`src/hdl/line_follow_pd_steering_assert.svh`:
```
// Assertion helpers for the line follower steering block.
// Both macros sample on i_clk and are disabled while i_rst_n is low.
`ifndef LINE_FOLLOW_PD_STEERING_ASSERT_SVH
`define LINE_FOLLOW_PD_STEERING_ASSERT_SVH

`ifndef SYNTHESIS
// Property holds at every clock edge out of reset.
`define LFPD_ASSERT(name, prop) \
    name: assert property (@(posedge i_clk) disable iff (!i_rst_n) (prop)) \
        else $error("lfpd assertion failed");
// Antecedent implies consequent in the same cycle.
`define LFPD_IMPLY(name, ante, cons) \
    name: assert property (@(posedge i_clk) disable iff (!i_rst_n) (ante) |-> (cons)) \
        else $error("lfpd implication failed");
`else
`define LFPD_ASSERT(name, prop)
`define LFPD_IMPLY(name, ante, cons)
`endif

`endif

```
`src/hdl/lfpd_pkg.sv`:
```
`timescale 1ns / 1ps

package lfpd_pkg;

    // Default sensor sample width
    localparam int SAMPLE_BITS_DEF = 10;

    // Speed reduction on a cross line
    localparam logic [7:0] CROSS_SLOWDOWN = 8'd25;

    // Register reset values
    localparam int         SET_POINT_RESET = 0;
    localparam logic [7:0] TOP_SPEED_RESET = 8'd255;
    localparam int         OFF_LINE_RESET  = 103;
    localparam int         CROSS_RESET     = 972;

    // Configuration register indexes
    typedef enum logic [1:0] {
        CFG_SET_POINT = 2'd0,
        CFG_TOP_SPEED = 2'd1,
        CFG_OFF_LINE  = 2'd2,
        CFG_CROSS     = 2'd3
    } t_cfg_idx;

    // Zone codes
    typedef enum logic [1:0] {
        ZONE_OFF   = 2'd0,
        ZONE_CROSS = 2'd1,
        ZONE_TRACK = 2'd2
    } t_zone;

    // One steering result
    typedef struct packed {
        logic       set_forward;
        t_zone      zone;
        logic [7:0] right_speed;
        logic [7:0] left_speed;
    } t_result;

endpackage

```
`src/hdl/line_follow_pd_steering.sv`:
```
`timescale 1ns / 1ps
`include "line_follow_pd_steering_assert.svh"

// Line follower PD steering. Each sensor beat on the slave stream yields one beat of
// wheel speeds on the master stream. One beat is accepted every cycle unless the master
// stream stalls; a sample beat is captured in the input register and its result beat
// in the result register, and the whole computation sits between those two registers
// so that the stored last error is up to date for the very next sample. Samples below
// off_line_level stop both wheels, samples above cross_level run both at top_speed - 25
// floored at zero, and in between the PD term 1.5*error + 5*derivative (truncated,
// clamped to +-top_speed) slows the inner wheel. Configuration must be written through
// a simple write port only while the block is idle; the block does not enforce this.
// Indexes are 0 set_point, 1 top_speed, 2 off_line_level, 3 cross_level.
module line_follow_pd_steering #(
    parameter int SAMPLE_BITS = lfpd_pkg::SAMPLE_BITS_DEF
) (
    input  logic                       i_clk,
    input  logic                       i_rst_n,
    // Sensor stream
    input  logic                       i_s_tvalid,
    output logic                       o_s_tready,
    input  logic [((SAMPLE_BITS + 7) / 8) * 8 - 1:0] i_s_tdata,   // [S-1:0] sample, rest zero
    // Steering stream
    output logic                       o_m_tvalid,
    input  logic                       i_m_tready,
    output logic [23:0]                o_m_tdata,   // [7:0] left_speed, [15:8] right_speed,
                                                    // [16] set_forward, rest zero
    output logic [1:0]                 o_m_tuser,   // [1:0] zone
    // Configuration
    input  logic                       i_cfg_we,
    input  logic [1:0]                 i_cfg_addr,
    input  logic [SAMPLE_BITS-1:0]     i_cfg_wdata
);

    logic [SAMPLE_BITS-1:0]      set_point;
    logic [7:0]                  top_speed;
    logic [SAMPLE_BITS-1:0]      off_line;
    logic [SAMPLE_BITS-1:0]      cross_lvl;
    logic                        advance;
    logic                        r_in_valid;
    logic [SAMPLE_BITS-1:0]      r_sample;
    logic                        r_out_valid;
    lfpd_pkg::t_result           r_result;
    lfpd_pkg::t_result           core_result;
    logic signed [SAMPLE_BITS:0] r_last_error;
    logic signed [SAMPLE_BITS:0] core_error;
    logic                        core_error_we;

    lfpd_cfg_regs #(
        .SAMPLE_BITS (SAMPLE_BITS)
    ) u_cfg (
        .i_clk       (i_clk),
        .i_rst_n     (i_rst_n),
        .i_cfg_we    (i_cfg_we),
        .i_cfg_addr  (i_cfg_addr),
        .i_cfg_wdata (i_cfg_wdata),
        .o_set_point (set_point),
        .o_top_speed (top_speed),
        .o_off_line  (off_line),
        .o_cross     (cross_lvl)
    );

    lfpd_core #(
        .SAMPLE_BITS (SAMPLE_BITS)
    ) u_core (
        .i_sample     (r_sample),
        .i_last_error (r_last_error),
        .i_set_point  (set_point),
        .i_top_speed  (top_speed),
        .i_off_line   (off_line),
        .i_cross      (cross_lvl),
        .o_result     (core_result),
        .o_error      (core_error),
        .o_error_we   (core_error_we)
    );

    // Pipeline flow control
    assign advance    = !r_out_valid || i_m_tready;
    assign o_s_tready = !r_in_valid || advance;

    // Input register
    always_ff @(posedge i_clk) begin
        if (!i_rst_n) begin
            r_in_valid <= 1'b0;
        end else if (o_s_tready) begin
            r_in_valid <= i_s_tvalid;
        end
    end

    always_ff @(posedge i_clk) begin
        if (o_s_tready && i_s_tvalid) begin
            r_sample <= i_s_tdata[SAMPLE_BITS-1:0];
        end
    end

    // Result register
    always_ff @(posedge i_clk) begin
        if (!i_rst_n) begin
            r_out_valid <= 1'b0;
        end else if (advance) begin
            r_out_valid <= r_in_valid;
        end
    end

    always_ff @(posedge i_clk) begin
        if (advance && r_in_valid) begin
            r_result <= core_result;
        end
    end

    // Last error, updated as a tracking beat moves on
    always_ff @(posedge i_clk) begin
        if (!i_rst_n) begin
            r_last_error <= '0;
        end else if (advance && r_in_valid && core_error_we) begin
            r_last_error <= core_error;
        end
    end

    assign o_m_tvalid = r_out_valid;
    assign o_m_tdata  = {7'd0, r_result.set_forward, r_result.right_speed,
                         r_result.left_speed};
    assign o_m_tuser  = r_result.zone;

    // Checks
    `LFPD_IMPLY(a_off_line_stopped, o_m_tvalid && o_m_tuser == lfpd_pkg::ZONE_OFF,
                o_m_tdata[16:0] == 17'd0)
    `LFPD_IMPLY(a_track_outer_full, o_m_tvalid && o_m_tuser == lfpd_pkg::ZONE_TRACK,
                o_m_tdata[16] && (o_m_tdata[7:0] == top_speed || o_m_tdata[15:8] == top_speed))
    `LFPD_IMPLY(a_error_update_src, r_last_error != $past(r_last_error),
                $past(advance && r_in_valid && core_error_we))
    `LFPD_ASSERT(a_ready_when_empty, !r_out_valid |-> o_s_tready)

endmodule

```
`src/hdl/lfpd_cfg_regs.sv`:
```
`timescale 1ns / 1ps

module lfpd_cfg_regs #(
    parameter int SAMPLE_BITS = lfpd_pkg::SAMPLE_BITS_DEF
) (
    input  logic                   i_clk,
    input  logic                   i_rst_n,
    input  logic                   i_cfg_we,
    input  logic [1:0]             i_cfg_addr,
    input  logic [SAMPLE_BITS-1:0] i_cfg_wdata,
    output logic [SAMPLE_BITS-1:0] o_set_point,
    output logic [7:0]             o_top_speed,
    output logic [SAMPLE_BITS-1:0] o_off_line,
    output logic [SAMPLE_BITS-1:0] o_cross
);

    logic [SAMPLE_BITS-1:0] r_set_point;
    logic [7:0]             r_top_speed;
    logic [SAMPLE_BITS-1:0] r_off_line;
    logic [SAMPLE_BITS-1:0] r_cross;

    // Register file, written by index
    always_ff @(posedge i_clk) begin
        if (!i_rst_n) begin
            r_set_point <= SAMPLE_BITS'(lfpd_pkg::SET_POINT_RESET);
            r_top_speed <= lfpd_pkg::TOP_SPEED_RESET;
            r_off_line  <= SAMPLE_BITS'(lfpd_pkg::OFF_LINE_RESET);
            r_cross     <= SAMPLE_BITS'(lfpd_pkg::CROSS_RESET);
        end else if (i_cfg_we) begin
            case (i_cfg_addr)
                lfpd_pkg::CFG_SET_POINT: r_set_point <= i_cfg_wdata;
                lfpd_pkg::CFG_TOP_SPEED: r_top_speed <= i_cfg_wdata[7:0];
                lfpd_pkg::CFG_OFF_LINE:  r_off_line  <= i_cfg_wdata;
                lfpd_pkg::CFG_CROSS:     r_cross     <= i_cfg_wdata;
                default: ;
            endcase
        end
    end

    assign o_set_point = r_set_point;
    assign o_top_speed = r_top_speed;
    assign o_off_line  = r_off_line;
    assign o_cross     = r_cross;

endmodule

```
`src/hdl/lfpd_core.sv`:
```
`timescale 1ns / 1ps

module lfpd_core #(
    parameter int SAMPLE_BITS = lfpd_pkg::SAMPLE_BITS_DEF
) (
    input  logic [SAMPLE_BITS-1:0]        i_sample,
    input  logic signed [SAMPLE_BITS:0]   i_last_error,
    input  logic [SAMPLE_BITS-1:0]        i_set_point,
    input  logic [7:0]                    i_top_speed,
    input  logic [SAMPLE_BITS-1:0]        i_off_line,
    input  logic [SAMPLE_BITS-1:0]        i_cross,
    output lfpd_pkg::t_result             o_result,
    output logic signed [SAMPLE_BITS:0]   o_error,
    output logic                          o_error_we
);

    // Drive arithmetic width: 10*derivative needs S+6 bits, sum one more
    localparam int DW = SAMPLE_BITS + 7;

    logic signed [SAMPLE_BITS:0]   err;
    logic signed [SAMPLE_BITS+1:0] der;
    logic signed [DW-1:0]          err_x;
    logic signed [DW-1:0]          der_x;
    logic signed [DW-1:0]          sum;
    logic signed [DW-1:0]          sum_adj;
    logic signed [DW-1:0]          drive;
    logic signed [DW-1:0]          drive_sat;
    logic signed [DW-1:0]          top_x;
    logic signed [DW-1:0]          left_x;
    logic signed [DW-1:0]          right_x;
    logic [7:0]                    cross_speed;
    logic                          off_line;
    logic                          cross_line;

    // Error and derivative
    assign err   = $signed({1'b0, i_sample}) - $signed({1'b0, i_set_point});
    assign der   = (SAMPLE_BITS+2)'(err) - (SAMPLE_BITS+2)'(i_last_error);
    assign err_x = DW'(err);
    assign der_x = DW'(der);

    // 3e + 10d, halved toward zero
    assign sum     = (err_x <<< 1) + err_x + (der_x <<< 3) + (der_x <<< 1);
    assign sum_adj = sum + $signed({{(DW-1){1'b0}}, sum[DW-1]});
    assign drive   = sum_adj >>> 1;

    // Clamp to +-top speed
    assign top_x = $signed({{(DW-8){1'b0}}, i_top_speed});
    always_comb begin
        if (drive > top_x) begin
            drive_sat = top_x;
        end else if (drive < -top_x) begin
            drive_sat = -top_x;
        end else begin
            drive_sat = drive;
        end
    end

    // Slow the inner wheel
    always_comb begin
        if (drive_sat < 0) begin
            left_x  = top_x + drive_sat;
            right_x = top_x;
        end else begin
            left_x  = top_x;
            right_x = top_x - drive_sat;
        end
    end

    // Cross line speed, floored at zero
    assign cross_speed = (i_top_speed < lfpd_pkg::CROSS_SLOWDOWN) ? 8'd0
                       : i_top_speed - lfpd_pkg::CROSS_SLOWDOWN;

    // Zone decode: off line wins over cross line
    assign off_line   = i_sample < i_off_line;
    assign cross_line = i_sample > i_cross;

    always_comb begin
        if (off_line) begin
            o_result.left_speed  = 8'd0;
            o_result.right_speed = 8'd0;
            o_result.zone        = lfpd_pkg::ZONE_OFF;
            o_result.set_forward = 1'b0;
        end else if (cross_line) begin
            o_result.left_speed  = cross_speed;
            o_result.right_speed = cross_speed;
            o_result.zone        = lfpd_pkg::ZONE_CROSS;
            o_result.set_forward = 1'b0;
        end else begin
            o_result.left_speed  = left_x[7:0];
            o_result.right_speed = right_x[7:0];
            o_result.zone        = lfpd_pkg::ZONE_TRACK;
            o_result.set_forward = 1'b1;
        end
    end

    // Error is kept only while tracking
    assign o_error    = err;
    assign o_error_we = !off_line && !cross_line;

endmodule

```
`config.mk`:
```
export PLATFORM = sky130hd
export DESIGN_NAME = line_follow_pd_steering
export DESIGN_NICKNAME = d
export VERILOG_FILES = /design/src/hdl/lfpd_pkg.sv /design/src/hdl/line_follow_pd_steering.sv /design/src/hdl/lfpd_cfg_regs.sv /design/src/hdl/lfpd_core.sv
export VERILOG_INCLUDE_DIRS = /design/src /design/src/hdl
export SDC_FILE = /design/constraint.sdc
export NUM_CORES = 1
export LEC_CHECK = 0
export BUFFER_PORTS_ARGS = -buffer_cell sky130_fd_sc_hd__buf_4
export CAP_MARGIN = 5
export CORE_UTILIZATION = 30
export DETAILED_ROUTE_END_ITERATION = 8
export GPL_TIMING_DRIVEN = 0
export PLACE_DENSITY_LB_ADDON = 0.25
export SLEW_MARGIN = 15
export SYNTH_ARGS = -nofsm -noshare
export SYNTH_HDL_FRONTEND = slang
export SYNTH_SLANG_ARGS = --single-unit
```
`constraint.sdc`:
```
create_clock -name i_clk -period 12.2 [get_ports i_clk]
set_input_delay 3.66 -clock i_clk [delete_from_list [all_inputs] [get_ports i_clk]]
set_output_delay 3.66 -clock i_clk [all_outputs]
set_load 0.05 [all_outputs]
```
==> results of run 1 <==
-- stage by stage --
stage	setup WS [ps]	hold WS (ps)	util, %	area [um2]	std cells
detailed placement	439.2	463.8	33.84	8546	1301
global placement	542.9	453.1	33.72	8517	1300
finish	1047	471.2	35.27	8907	1319
global route	60.76	491.7	35.27	8907	1319
CTS	399.4	474.1	35.07	8857	1317
floorplan	2316	441.9	-	7751	923
-- tightest hold or removal path, stage by stage (launching register included) --
cell	delay [ps]
dfxtp_1	310
nand2_1	50
a21boi_0	70
-- cell families (layout without fill, tap and decap cells) --
family          after synthesis  in the layout  share of synthesized area (%)
fa+ha+maj                   125            125                          21.34
xor+xnor                     71             71                          8.418
mux                          19             19                          2.590
buf+inv                     136            202                          6.994
flops                        79             79                          24.09
other cells                   1              7                        0.04852
simple gates                235            235                          15.10
compound gates              251            251                          21.42
-- path summary, 6_finish.rpt --
kind	startpoint	slack, ps	cells past startpoint	end
setup reg to reg	r_sample[0]$_DFFE_PP_	1050	60	o_m_tdata[15]$_SDFFCE_PP0P_
hold reg to reg	u_cfg.o_off_line[7]$_SDFFE_PN0P_	470	2	u_cfg.o_off_line[7]$_SDFFE_PN0P_
hold / removal	u_cfg.o_off_line[7]$_SDFFE_PN0P_	470	2	u_cfg.o_off_line[7]$_SDFFE_PN0P_
setup / recovery	r_sample[0]$_DFFE_PP_	1050	60	o_m_tdata[15]$_SDFFCE_PP0P_
-- final cells by class --
cell class / instances / area share (%)
Clock buffer: 9 / 2.528
Inverter: 101 / 4.256
Tap cell: 330 / 4.635
Timing Repair Buffer: 50 / 4.439
Buffer: 35 / 1.826
Clock inverter: 7 / 0.9692
Multi-Input combinational cell: 708 / 60.44
Sequential cell: 79 / 20.90
-- flip-flops by register name (all words and copies together) (netlist names) --
register / count
u_cfg.o_top_speed: 8
u_cfg.o_set_point: 10
r_last_error: 11
o_m_tvalid: 1
o_m_tdata: 17
u_cfg.o_off_line: 10
r_in_valid: 1
r_sample: 10
o_m_tuser: 1
u_cfg.o_cross: 10
-- layer usage --
metal	routed length [um]	up-vias
li1	-	3343
met1	9065	2934
met2	8864	120
met3	668	17
met4	309	0
met5	0	-
-- cell usage in the layout (no fill, tap or decap), drive strengths merged, types with 14 or more instances in the layout --
cell      n
dfxtp    51
a21o     35
xnor2    46
edfxtp   28
o21a     14
nand3    16
xor2     23
clkbuf   34
a21oi    68
o21ai    42
buf      60
nor2     47
inv     102
nor3     17
o211ai   21
nor2b    25
ha      111
nand2    75
mux2i    14
-- timing repair --
action                                  CTS  global route
endpoints found under the setup margin    0             6
hold buffers                              0             0
buffers inserted                          0             2
resized for setup                         0             6
==> metrics.txt, run 1 <==
CP most frequent cell=nor2_1; WL final=18910 um; GRT Util Overall=14.93%; register area=1862 um2; clk root buf=clkbuf_16; Routability Congestion=0.8163; largest net degree at the start of global routing=19; RSZ-0062 raised after global routing=false; Overflow after GRT=0; Final Cycle Share=91.42%; area occupied by multi-input gates=5384 um2; most frequent cell after synthesis=ha_1; via count=6414; ranking of synthesized cells by area=ha_1 (18%), dfxtp_1 (13%), edfxtp_1 (11%), xnor2_1 (5.2%), inv_1 (4.8%); Largest stage delay, worst path=480 ps; DR vias/cell=4.863; Tmin final=11150 ps; CP Launch Type=flip-flop; initial cell density of the core=30.60%; Die H=162.5 um; met3 GRT Util=2.903%; Syn Inst Count=917; clk sinks=79; Arr. time, crit path=11240 ps; ys flop type=dfxtp_1; pins over their slew limit=0; met2 GRT Util=25.25%; GR Layer Usage met1=19.07%; Max Root-Sink Buffers=2; antenna cells=0; FF+latch count, synth=79; Ports=61; TritonCTS buffer count=9; outcome=completed; worst-path maximum fanout=8; post-DP HPWL=15370 um; Ys Warns=0; initial antenna violation count=1; Critical Path Sink Type=flip-flop; Hold Crit Class=reg -> reg; gr busiest metal=met2; Synth cell types=66; WP data required=12290 ps; Post-DRT Antenna Nets=0; worst-margin pin slew=1022 ps; area grow syn2layout=15.25%; Port-buffer cells=47; DRC errors left=0; CTS tree=yes; Worst slew margin=31.16%; share of layout cells above drive strength 1=9.808%; Die X=162.5 um; core area=25250 um2; FMAX=89.66 MHz; Die ar.=26410 um2; final hold violations=0; CTS H-tree lvls=3; setup TNS=0 ps; worst-skew pair later-pin latency=350 ps; ys async rst share=0%; clk slew on worst S/H paths=70 ps; # rows=58; Buf/Inv on CP=6; final setup fails=0; Worst Setup Path Type=reg -> reg; first-pass GRT wire length=31180 um; delay-heaviest family, CP=compound AO/OA/AOI/OAI gates; mean cell area of the mapped netlist=8.428 um2; post-synth top area share=17.97%; NumNets Final=1140; via count of the first global-routing pass=6287; filler cell count=2694; area leader, netlist=ha_1; number of synthesized flops with an enable pin=28; drt pass-1 iters=5; Wirelength per Cell=14.34 um; Mapped Area=7729 um2; register area share after synthesis=24.09%; slowest cell on the critical path=fa_1; initial DRC count=281; max-cap check violation count=0; commonest cells in the netlist=ha_1 (111), inv_1 (98), nand2_1 (75); worst clock skew=10.91 ps
Power of run 1 is not shown: default switching activity piles up to over one toggle a cycle in this logic, so the estimate is an artifact.
==> inputs of run 2 (changes only) <==
CAP_MARGIN = not set   (was 5)
CORE_ASPECT_RATIO = 0.5   (was not set)
==> run 2 against run 1 <==
  * Clock-buffer cell count increased by 2
  * Final cell count increased by 0.99%
  * Design area is 0.15% higher
  * Non-clock buffer count shrank 1
  * Routed wire length is 2.9% lower
  * Worst hold slack worse by 4.0 ps
  * Sequential share of layout area barely moved
  * Utilization is 0.076 points higher
  * Sequential cell count did not move
  * Global-route usage down 0.93 points
  * Critical endpoint unchanged
  * Largest cell class unchanged
==> metrics.txt, run 2 (synthesis gave the netlist of run 1 again) <==
Overflow after GRT=0; delay-heaviest family, CP=compound AO/OA/AOI/OAI gates; Wirelength per Cell=13.78 um; Max Root-Sink Buffers=2; initial DRC count=284; Buf/Inv on CP=6; antenna cells=0; Arr. time, crit path=11330 ps; Hold Slack=467.2 ps; Critical Path Sink Type=flip-flop; CP Launch Type=flip-flop; dpl ws=586.9 ps; Post-DRT Antenna Nets=0; Routability Congestion=0.8621; post-layout util=35.35%; via count=6349; hold endpoint=u_cfg.o_cross[4]$_SDFFE_PN0P_; Worst slew margin=34.31%; post-DP HPWL=15070 um; worst-path maximum fanout=8; reg2reg end=o_m_tdata[15]$_SDFFCE_PP0P_; slowest cell on the critical path=fa_1; TritonCTS buffer count=9; core area=25240 um2; Largest stage delay, worst path=480 ps; commonest non-fill, non-tap cell in the layout=ha_1; Die ar.=26450 um2; CP most frequent cell=nor2_1; initial antenna violation count=0; worst-case reg-to-reg path depth=59; clk slew on worst S/H paths=70 ps; commonest cells after routing, fill and taps aside=ha_1 (111), inv_1 (98), nand2_1 (75); WL final=18350 um; Setup WS post-layout=958.0 ps; final setup fails=0; Die H=115.5 um; Final Cycle Share=92.15%; outcome=completed; initial cell density of the core=30.62%; Port-buffer cells=47; worst hold stages=2; DRC errors left=0; max FFs per register=17; worst-margin pin slew=985.4 ps; area grow syn2layout=15.43%; Hold Crit Class=reg -> reg; Tmin final=11240 ps; Die X=229.0 um; Ports=61; max-cap check violation count=0; GRT Util Overall=14.00%; Setup crit start=r_sample[0]$_DFFE_PP_; largest net degree at the start of global routing=19; WP data required=12290 ps; FMAX=88.95 MHz; Worst Setup Path Type=reg -> reg; reg2reg setup slack=960 ps; NumNets Final=1139; first-pass GRT wire length=29740 um; CTS tree=yes; clk sinks=79; CTS H-tree lvls=3; # rows=41; RSZ-0062 raised after global routing=false; clk root buf=clkbuf_16; final hold violations=0; setup TNS=0 ps; DR vias/cell=4.767; worst clock skew=12.95 ps; reg2reg start=r_sample[0]$_DFFE_PP_; pins over their slew limit=0; drt pass-1 iters=4; worst-skew pair later-pin latency=360 ps; hold_buf cts=0; via count of the first global-routing pass=5868; share of layout cells above drive strength 1=9.413%; critical hold path startpoint=u_cfg.o_cross[4]$_SDFFE_PN0P_
[run 2: cell count changes in the layout (fill, tap and decap cells not counted)]
| cell | before | now |
|---|---|---|
| clkbuf_8 | 0 | 1 |
| clkbuf_2 | 1 | 0 |
| clkbuf_16 | 9 | 10 |
| inv_8 | 2 | 0 |
| clkbuf_1 | 24 | 25 |
| xor2_1 | 21 | 22 |
| clkinv_1 | 3 | 4 |
| clkinvlp_4 | 1 | 0 |
| xor2_2 | 2 | 1 |
| buf_4 | 56 | 55 |
[run 2: timing repair]
item / in CTS / in global routing
buffers inserted: 0 / 1
gates resized for setup: 0 / 2
setup endpoints to repair: 0 / 3
[run 2: worst max path at each step]
stage          cells past startpoint  slack [ps]                           to
2_1_floorplan                     58        2320  o_m_tdata[15]$_SDFFCE_PP0P_
3_3_place_gp                      53         630   o_m_tdata[7]$_SDFFCE_PP0P_
3_5_place_dp                      53         590   o_m_tdata[7]$_SDFFCE_PP0P_
4_1_cts                           53         510   o_m_tdata[7]$_SDFFCE_PP0P_
5_1_grt                           59          30  o_m_tdata[15]$_SDFFCE_PP0P_
6_report                          59         960  o_m_tdata[15]$_SDFFCE_PP0P_
[run 2: per-layer routing]
layer | vias to the layer above | routed length [um] | track usage (%)
met5 | - | 0 | 0
met4 | 0 | 205 | 3.244
met3 | 14 | 635 | 2.657
met2 | 83 | 7876 | 21.98
met1 | 2912 | 9635 | 19.86
li1 | 3340 | - | -
[run 2: layout make-up]
class / count / area (um2)
plain buffers: 35 / 161.4
flip-flops and latches: 79 / 1862
inverters: 101 / 379.1
clock buffers: 11 / 264.0
repair buffers: 49 / 387.9
multi-input cells: 708 / 5376
well taps: 344 / 430.4
fillers: 2599 / 16320
clock inverters: 5 / 60.06
[run 2: metrics by stage]
stage / instance area, um2 / instances
3_5_place_dp: 8563 / 1315
4_1_cts: 8887 / 1331
2_1_floorplan: 7751 / 923
6_report: 8921 / 1332
3_3_place_gp: 8534 / 1314
5_1_grt: 8921 / 1332
[run 2: worst reg2reg max path: cells and delay by family, from the launching register on]
| family | cells | cell delay (ps) |
|---|---|---|
| compound gates | 21 | 4110 |
| mux | 1 | 330 |
| buf+inv | 6 | 590 |
| fa+ha+maj | 10 | 3050 |
| flops | 1 | 400 |
| simple gates | 17 | 1500 |
| xor+xnor | 4 | 1040 |
Power of run 2 is left out for the same reason.
